**src/design/bbs_pkg.sv**
```systemverilog
// ----------------------------------------------------------------------------
// bbs_pkg
// Shared types and constants of the bidirectional bubble sorter.
// ----------------------------------------------------------------------------
`default_nettype none

package bbs_pkg;

  // Store depth and derived widths
  localparam int MAX_ITEMS = 16;
  localparam int IDX_W     = (MAX_ITEMS > 1) ? $clog2(MAX_ITEMS) : 1;
  localparam int CNT_W     = $clog2(MAX_ITEMS + 1);
  localparam int DATA_W    = 32;

  typedef logic signed [DATA_W-1:0] data_t;
  typedef logic [IDX_W-1:0]         idx_t;
  typedef logic [CNT_W-1:0]         cnt_t;

  // Sequencer states
  typedef enum logic [3:0] {
    ST_LOAD,
    ST_CHECK,
    ST_PRIME,
    ST_STEP,
    ST_FIN,
    ST_EMIT_RD,
    ST_EMIT_OUT,
    ST_EMIT_HOLD
  } st_t;

  // Result of one compare-exchange step
  typedef struct packed {
    logic  swap;
    data_t wr_val;
    data_t carry;
  } cx_res_t;

endpackage

`default_nettype wire

```
**src/design/bbs_in_if.sv**
```systemverilog
// ----------------------------------------------------------------------------
// bbs_in_if
// Input channel: one unsorted value per transfer, last_item closes the set.
// ----------------------------------------------------------------------------
`default_nettype none

interface bbs_in_if;
  import bbs_pkg::*;

  logic  valid;
  logic  ready;
  data_t value;
  logic  last_item;

  modport source (output valid, output value, output last_item, input ready);
  modport sink   (input valid, input value, input last_item, output ready);
endinterface

`default_nettype wire

```
**src/design/bbs_out_if.sv**
```systemverilog
// ----------------------------------------------------------------------------
// bbs_out_if
// Result channel: one sorted value per transfer, last_item_res marks the end.
// ----------------------------------------------------------------------------
`default_nettype none

interface bbs_out_if;
  import bbs_pkg::*;

  logic  valid;
  logic  ready;
  data_t value_res;
  logic  last_item_res;

  modport source (output valid, output value_res, output last_item_res, input ready);
  modport sink   (input valid, input value_res, input last_item_res, output ready);
endinterface

`default_nettype wire

```
**src/design/bidirectional_bubble_sorter.sv**
```systemverilog
// Load: one cycle per input transfer; store holds up to MAX_ITEMS values.
// Sort: a backward pass runs bound check, prime, steps and fin; a forward
//   pass skips the bound check; all passes use the single compare-exchange unit.
// Emit: each result passes read, output and hold states; no input taken meanwhile.
// Reset: sequencer returns to load, count clears; store contents undefined.
// ----------------------------------------------------------------------------
// bidirectional_bubble_sorter
// Cocktail shaker sorter: loads signed values, sorts ascending in place,
// then streams the sorted set out with the final element marked.
// ----------------------------------------------------------------------------
`default_nettype none

module bidirectional_bubble_sorter
  import bbs_pkg::*;
(
  input  wire logic clk,
  input  wire logic rst_n,
  bbs_in_if.sink    in_ch,
  bbs_out_if.source out_ch
);

  st_t     state_r, state_nxt;
  cnt_t    cnt_r, cnt_nxt;
  idx_t    lo_r, lo_nxt;
  idx_t    hi_r, hi_nxt;
  idx_t    idx_r, idx_nxt;
  idx_t    mark_r, mark_nxt;
  data_t   carry_r, carry_nxt;
  logic    fwd_r, fwd_nxt;
  logic    out_valid_r, out_valid_nxt;
  data_t   out_value_r, out_value_nxt;
  logic    out_last_r, out_last_nxt;

  data_t   mem_r [MAX_ITEMS];
  logic    we;
  idx_t    wr_addr;
  data_t   wr_data;
  idx_t    rd_addr;
  data_t   rd_data_r;
  logic    in_ready;
  cx_res_t cx;

  // Compare-exchange on carry and the neighbor just read
  bbs_cx_unit u_cx (
    .carry (carry_r),
    .nbr   (rd_data_r),
    .fwd   (fwd_r),
    .res   (cx)
  );

  // Element store: one write and one registered read per cycle
  always_ff @(posedge clk) begin
    if (we) begin
      mem_r[wr_addr] <= wr_data;
    end
    rd_data_r <= mem_r[rd_addr];
  end

  // Hold control state
  always_ff @(posedge clk) begin
    if (!rst_n) begin
      state_r     <= ST_LOAD;
      cnt_r       <= '0;
      out_valid_r <= 1'b0;
    end else begin
      state_r     <= state_nxt;
      cnt_r       <= cnt_nxt;
      out_valid_r <= out_valid_nxt;
    end
  end

  // Advance datapath registers
  always_ff @(posedge clk) begin
    lo_r        <= lo_nxt;
    hi_r        <= hi_nxt;
    idx_r       <= idx_nxt;
    mark_r      <= mark_nxt;
    carry_r     <= carry_nxt;
    fwd_r       <= fwd_nxt;
    out_value_r <= out_value_nxt;
    out_last_r  <= out_last_nxt;
  end

  // Sequencer: load, shaker passes, emit
  always_comb begin
    state_nxt     = state_r;
    cnt_nxt       = cnt_r;
    lo_nxt        = lo_r;
    hi_nxt        = hi_r;
    idx_nxt       = idx_r;
    mark_nxt      = mark_r;
    carry_nxt     = carry_r;
    fwd_nxt       = fwd_r;
    out_valid_nxt = out_valid_r;
    out_value_nxt = out_value_r;
    out_last_nxt  = out_last_r;
    we            = 1'b0;
    wr_addr       = idx_r;
    wr_data       = cx.wr_val;
    rd_addr       = idx_r;
    in_ready      = 1'b0;

    case (state_r)
      ST_LOAD: begin
        in_ready = 1'b1;
        if (in_ch.valid) begin
          // Store while there is room, drop beyond capacity
          if (cnt_r < CNT_W'(MAX_ITEMS)) begin
            we      = 1'b1;
            wr_addr = cnt_r[IDX_W-1:0];
            wr_data = in_ch.value;
            cnt_nxt = cnt_r + CNT_W'(1);
          end
          if (in_ch.last_item) begin
            lo_nxt    = '0;
            hi_nxt    = IDX_W'(cnt_nxt - CNT_W'(1));
            state_nxt = ST_CHECK;
          end
        end
      end

      ST_CHECK: begin
        if (lo_r < hi_r) begin
          // Start a backward pass from the upper bound
          fwd_nxt   = 1'b0;
          idx_nxt   = hi_r;
          mark_nxt  = hi_r;
          rd_addr   = hi_r;
          state_nxt = ST_PRIME;
        end else begin
          idx_nxt   = '0;
          state_nxt = ST_EMIT_RD;
        end
      end

      ST_PRIME: begin
        // Pick up the first element as the carry, fetch its neighbor
        carry_nxt = rd_data_r;
        rd_addr   = fwd_r ? idx_r + IDX_W'(1) : idx_r - IDX_W'(1);
        state_nxt = ST_STEP;
      end

      ST_STEP: begin
        we        = 1'b1;
        wr_addr   = idx_r;
        wr_data   = cx.wr_val;
        carry_nxt = cx.carry;
        if (cx.swap) begin
          mark_nxt = idx_r;
        end
        if (fwd_r) begin
          idx_nxt = idx_r + IDX_W'(1);
          rd_addr = idx_nxt + IDX_W'(1);
          if (!(idx_nxt < hi_r)) begin
            state_nxt = ST_FIN;
          end
        end else begin
          idx_nxt = idx_r - IDX_W'(1);
          rd_addr = idx_nxt - IDX_W'(1);
          if (!(idx_nxt > lo_r)) begin
            state_nxt = ST_FIN;
          end
        end
      end

      ST_FIN: begin
        // Drop the carry into the end slot, shrink the bound
        we      = 1'b1;
        wr_addr = idx_r;
        wr_data = carry_r;
        if (!fwd_r) begin
          lo_nxt = mark_r;
          if (mark_r < hi_r) begin
            fwd_nxt   = 1'b1;
            idx_nxt   = mark_r;
            rd_addr   = mark_r;
            state_nxt = ST_PRIME;
          end else begin
            state_nxt = ST_CHECK;
          end
        end else begin
          hi_nxt    = mark_r;
          state_nxt = ST_CHECK;
        end
      end

      ST_EMIT_RD: begin
        rd_addr   = idx_r;
        state_nxt = ST_EMIT_OUT;
      end

      ST_EMIT_OUT: begin
        out_valid_nxt = 1'b1;
        out_value_nxt = rd_data_r;
        out_last_nxt  = (CNT_W'(idx_r) + CNT_W'(1)) == cnt_r;
        state_nxt     = ST_EMIT_HOLD;
      end

      ST_EMIT_HOLD: begin
        if (out_ch.ready) begin
          out_valid_nxt = 1'b0;
          if (out_last_r) begin
            cnt_nxt   = '0;
            state_nxt = ST_LOAD;
          end else begin
            idx_nxt   = idx_r + IDX_W'(1);
            state_nxt = ST_EMIT_RD;
          end
        end
      end

      default: begin
        state_nxt = ST_LOAD;
      end
    endcase
  end

  assign in_ch.ready          = in_ready;
  assign out_ch.valid         = out_valid_r;
  assign out_ch.value_res     = out_value_r;
  assign out_ch.last_item_res = out_last_r;

endmodule

`default_nettype wire

```
**src/design/bbs_cx_unit.sv**
```systemverilog
// ----------------------------------------------------------------------------
// bbs_cx_unit
// Shared compare-exchange unit. The carried value bubbles through the store;
// each step writes back one element and keeps one in the carry register.
// ----------------------------------------------------------------------------
`default_nettype none

module bbs_cx_unit
  import bbs_pkg::*;
(
  input  wire data_t   carry,
  input  wire data_t   nbr,
  input  wire logic    fwd,
  output cx_res_t      res
);

  logic swap;

  // Backward pass keeps the smaller value moving down, forward the larger up
  assign swap = fwd ? (nbr < carry) : (carry < nbr);

  always_comb begin
    res.swap   = swap;
    res.wr_val = swap ? nbr : carry;
    res.carry  = swap ? carry : nbr;
  end

endmodule

`default_nettype wire

```
**src/flat_wrapper.sv**
```systemverilog
// flat-port wrapper written by rule: the top's interface ports become plain ports
module bidirectional_bubble_sorter_flat import bbs_pkg::*;
  (clk, rst_n, in_ch_valid, in_ch_value, in_ch_last_item, in_ch_ready, out_ch_valid, out_ch_value_res, out_ch_last_item_res, out_ch_ready);
  bbs_in_if in_ch_i ();
  bbs_out_if out_ch_i ();
  input  wire logic clk;
  input  wire logic rst_n;
  input wire logic [$bits(in_ch_i.valid)-1:0] in_ch_valid;
  input wire logic [$bits(in_ch_i.value)-1:0] in_ch_value;
  input wire logic [$bits(in_ch_i.last_item)-1:0] in_ch_last_item;
  output wire logic [$bits(in_ch_i.ready)-1:0] in_ch_ready;
  output wire logic [$bits(out_ch_i.valid)-1:0] out_ch_valid;
  output wire logic [$bits(out_ch_i.value_res)-1:0] out_ch_value_res;
  output wire logic [$bits(out_ch_i.last_item_res)-1:0] out_ch_last_item_res;
  input wire logic [$bits(out_ch_i.ready)-1:0] out_ch_ready;
  assign in_ch_i.valid = in_ch_valid;
  assign in_ch_i.value = in_ch_value;
  assign in_ch_i.last_item = in_ch_last_item;
  assign in_ch_ready = in_ch_i.ready;
  assign out_ch_valid = out_ch_i.valid;
  assign out_ch_value_res = out_ch_i.value_res;
  assign out_ch_last_item_res = out_ch_i.last_item_res;
  assign out_ch_i.ready = out_ch_ready;
  bidirectional_bubble_sorter u_core (.clk(clk), .rst_n(rst_n), .in_ch(in_ch_i), .out_ch(out_ch_i));
endmodule
```
**config.mk**
```make
export PLATFORM = sky130hd
export DESIGN_NAME = bidirectional_bubble_sorter_flat
export DESIGN_NICKNAME = d
export VERILOG_FILES = /design/src/design/bbs_pkg.sv /design/src/design/bbs_in_if.sv /design/src/design/bbs_out_if.sv /design/src/design/bidirectional_bubble_sorter.sv /design/src/design/bbs_cx_unit.sv /design/src/flat_wrapper.sv
export SDC_FILE = /design/constraint.sdc
export NUM_CORES = 1
export LEC_CHECK = 0
export ABC_CLOCK_PERIOD_IN_PS = 5010
export BUFFER_PORTS_ARGS = -buffer_cell sky130_fd_sc_hd__buf_2
export CAP_MARGIN = 10
export CORE_MARGIN = 2
export CORE_UTILIZATION = 40
export CTS_BUF_LIST = sky130_fd_sc_hd__clkbuf_8
export CTS_CLUSTER_SIZE = 40
export DETAILED_ROUTE_END_ITERATION = 16
export PLACE_DENSITY = 0.62
export SLEW_MARGIN = 20
export SYNTH_ARGS = -nofsm -noshare
export SYNTH_HDL_FRONTEND = slang
export SYNTH_SLANG_ARGS = --single-unit
```
**constraint.sdc**
```tcl
create_clock -name clk -period 5.01 [get_ports clk]
set_input_delay 0.501 -clock clk [delete_from_list [all_inputs] [get_ports clk]]
set_output_delay 0.501 -clock clk [all_outputs]
set_load 0.02 [all_outputs]
```
==> flow_metrics.py <==
metrics = {
    "hold_path": {
        "hp-class": "in -> reg",
    },
    "global_route": {
        "antenna_found_initial": 1,
        "grt_max_degree": 90,
        "grt_use_total": 0.183,
        "overflow": 0,
        "grt_pass1_vias": 15200,
        "grt_pass1_wl_um": 95300,
    },
    "timing": {
        "rsz0062_at_grt": "false",
        "fin_tns_setup_ns": 0,
        "fmax_mhz": 217,
        "min_period_ns": 4.61,
        "finalCritPeriodShare": 0.921,
        "final_max_slew_viol_count": 0,
        "hold_violations": 0,
        "fin_hold_ws_ns": 0.119,
        "slew_headroom": 0.276,
        "skew_ns": 0.0342,
        "setup_viol": 0,
        "worst_pin_slew_ns": 1.08,
    },
    "yosys": {
        "ys_dominant_reg_cell": "edfxtp_1",
        "ys_seq_area_frac": 0.687,
        "ys_types": 62,
        "synth_top_area_frac": 0.657,
        "ys_ff_latch": 635,
        "ys_warn_count": 0,
        "yosysTopAreaCell": "edfxtp_1",
        "synth_nets": 1756,
        "syn_area_mm2": 0.0272,
        "synthTopCellsByArea": "edfxtp_1, mux2i_1, dfxtp_1",
        "syn_inst": 1667,
        "synth_edf_count": 594,
        "avgSynthCellArea_um2": 16.3,
        "async_flop_share": 0,
    },
    "clocking": {
        "cts_made_buffers": 100,
        "clock_sinks": 635,
        "cts_tree": "yes",
        "clk_pin_slew_ns": 0.06,
        "root_buffer": "clkbuf_8",
        "clk_latency_ns": 0.69,
        "clockBufferDepth": 3,
        "cts_hold_buffers": 0,
        "htreeDepth": 3,
        "post_cts_buffers": 0,
    },
    "pwr": {
        "seq_power_share": 0.446,
        "p_per_area_mw_per_mm2": 561,
        "p_sw_frac": 0.333,
        "max-vdd-ir-drop_v": 0.000405,
        "netSwitchingPower_w": 0.00574,
        "p_comb_frac": 0.312,
        "intPower_w": 0.0115,
        "cellLeakagePower_nw": 11.6,
        "clkPwrFrac": 0.241,
    },
    "routing": {
        "viasPerCell": 5.34,
        "postRouteAntennaNets": 0,
        "vias": 14700,
        "firstDrtPassIters": 5,
        "drt_iter0_drc": 1378,
        "wl_per_cell_um": 23.2,
        "drc": 0,
        "routed_wl_um": 64000,
    },
    "final_layout": {
        "nets": 1888,
        "final_common_cell": "edfxtp_1",
        "drive_gt1_frac": 0.144,
        "synthToLayoutAreaGrowth_pct": 13.1,
        "final_cell_mix": "edfxtp_1, mux2i_1, clkbuf_8",
    },
    "setup_path": {
        "worstPathArrival_ns": 5.02,
        "cp.required_ns": 5.41,
        "rrSetupSlack_ns": 0.40,
        "critPathCaptureType": "flip-flop",
        "start_kind": "flip-flop",
        "critPathKind": "reg -> reg",
        "path_max_fanout": 18,
    },
    "placed_design": {
        "io_buffers": 71,
        "place_hpwl_um": 37700,
        "place.gp.congestion": 0.871,
    },
    "job": {
        "cap_violations": 0,
    },
    "floorplan": {
        "rows": 95,
        "ioPinCount": 72,
        "chipWidth_um": 265,
        "core_region_area_mm2": 0.0672,
        "start_util": 0.404,
        "die_area_mm2": 0.0700,
        "die_h_um": 265,
    },
    "run_status": {
        "status": "finished, final reports clean",
    },
}
cells by family (layout without fill, tap and decap cells):
family / after synthesis / after routing / share of synthesized area
buf+inv: 130 / 346 / 0.0263
simple gates: 188 / 188 / 0.0348
flops: 635 / 635 / 0.687
fa+ha+maj: 52 / 52 / 0.0240
xor+xnor: 18 / 18 / 0.00581
compound gates: 156 / 156 / 0.0420
other cells: 0 / 1 / 0
mux: 488 / 488 / 0.180
state kept, by name, summed over array words and instances (netlist names):
name                         count
u_core.mem_r                   512
u_core.carry_r                  32
u_core.out_ch.value_res         32
u_core.rd_data_r                32
u_core.cnt_r                     5
u_core.hi_r                      4
u_core.idx_r                     4
u_core.lo_r                      4
u_core.mark_r                    4
u_core.state_r                   3
u_core.fwd_r                     1
u_core.out_ch.last_item_res      1
u_core.out_ch.valid              1
power by group through the flow:
stage               logic, W  clock network, W  registers [W]
finish               0.00538           0.00416        0.00768
global route         0.00583           0.00451        0.00772
CTS                  0.00542           0.00427        0.00767
detailed placement   0.00539                 0        0.00777
global placement     0.00527                 0        0.00776
floorplan            0.00395                 0        0.00760
layout make-up:
cell class / count / area (um^2)
fill: 5813 / 36500
sequential: 635 / 18700
multi-input combinational: 902 / 7960
clock buffer: 112 / 1540
tap: 873 / 1090
timing repair buffer: 110 / 868
clock inverter: 74 / 389
inverter: 50 / 188
antenna: 1 / 2.50
cell usage after synthesis, types with 2 or more instances:
master and n:
mux2i_1 486, and2_1 36, inv_1 50, xnor2_1 14
o221ai_1 4, o211ai_1 2, o21ai_1 3, a21oi_1 36
nor2b_1 10, nand2_1 44, a22oi_1 2, o21a_1 6
nor2_1 45, nor3b_1 3, edfxtp_1 594, a41oi_1 2
buf_6 24, o22ai_1 2, o21bai_1 2, nand4_1 7
a21boi_1 2, a221o_1 34, clkbuf_1 30, nand4b_1 2
a21o_1 7, nor3_1 10, buf_4 5, buf_2 21
and3_1 5, nand2b_1 9, a2111o_1 2, ha_1 52
o21ai_0 27, a31oi_1 7, a211oi_1 4, a2111oi_0 2
dfxtp_1 41, nand3_1 8, xor2_1 4
stage by stage:
step / instance area [um^2] / std cells / util / worst slack (ns) / power (W)
CTS: 30700 / 2755 / 0.457 / 0.0319 / 0.0174
global route: 30700 / 2757 / 0.457 / 0.229 / 0.0181
floorplan: 27200 / 1667 / - / 0.847 / 0.0116
finish: 30700 / 2757 / 0.457 / 0.395 / 0.0172
global placement: 28700 / 2569 / 0.428 / 0.130 / 0.0130
detailed placement: 28700 / 2569 / 0.428 / 0.0534 / 0.0132
final timing paths:
kind	from	end	cells after the start
worst min-delay path	rst_n	u_core.cnt_r[2]	2
worst max register to register	u_core.rd_data_r[31]	u_core.mem_r[2][24]	11
worst min register to register	u_core.rd_data_r[19]	u_core.carry_r[19]	0
worst max-delay path	u_core.rd_data_r[31]	u_core.mem_r[2][24]	11
worst max-delay path, stage by stage (launching register included):
cell and delay, ns:
dfxtp_1 0.49, inv_1 0.08, ha_1 0.34, nand4_1 0.26
nor3_2 0.60, nand2_1 0.24, a31o_1 0.31, a21o_1 0.22
a21o_1 0.23, a21boi_4 0.66, buf_4 0.34, a221o_1 0.54
layer usage:
layer | wire length, um | global-route usage | share of wire
met1 | 27800 | 0.241 | 0.43
met2 | 31200 | 0.306 | 0.49
met3 | 3240 | 0.0292 | 0.051
met4 | 1770 | 0.0693 | 0.028
met5 | 0 | 0 | 0
what timing repair did:
item,in CTS,in global routing
gates resized for setup,0,1
endpoints found under the setup margin,0,253
endpoints found under the hold margin,0,0
(Power assumes the default switching activity.)
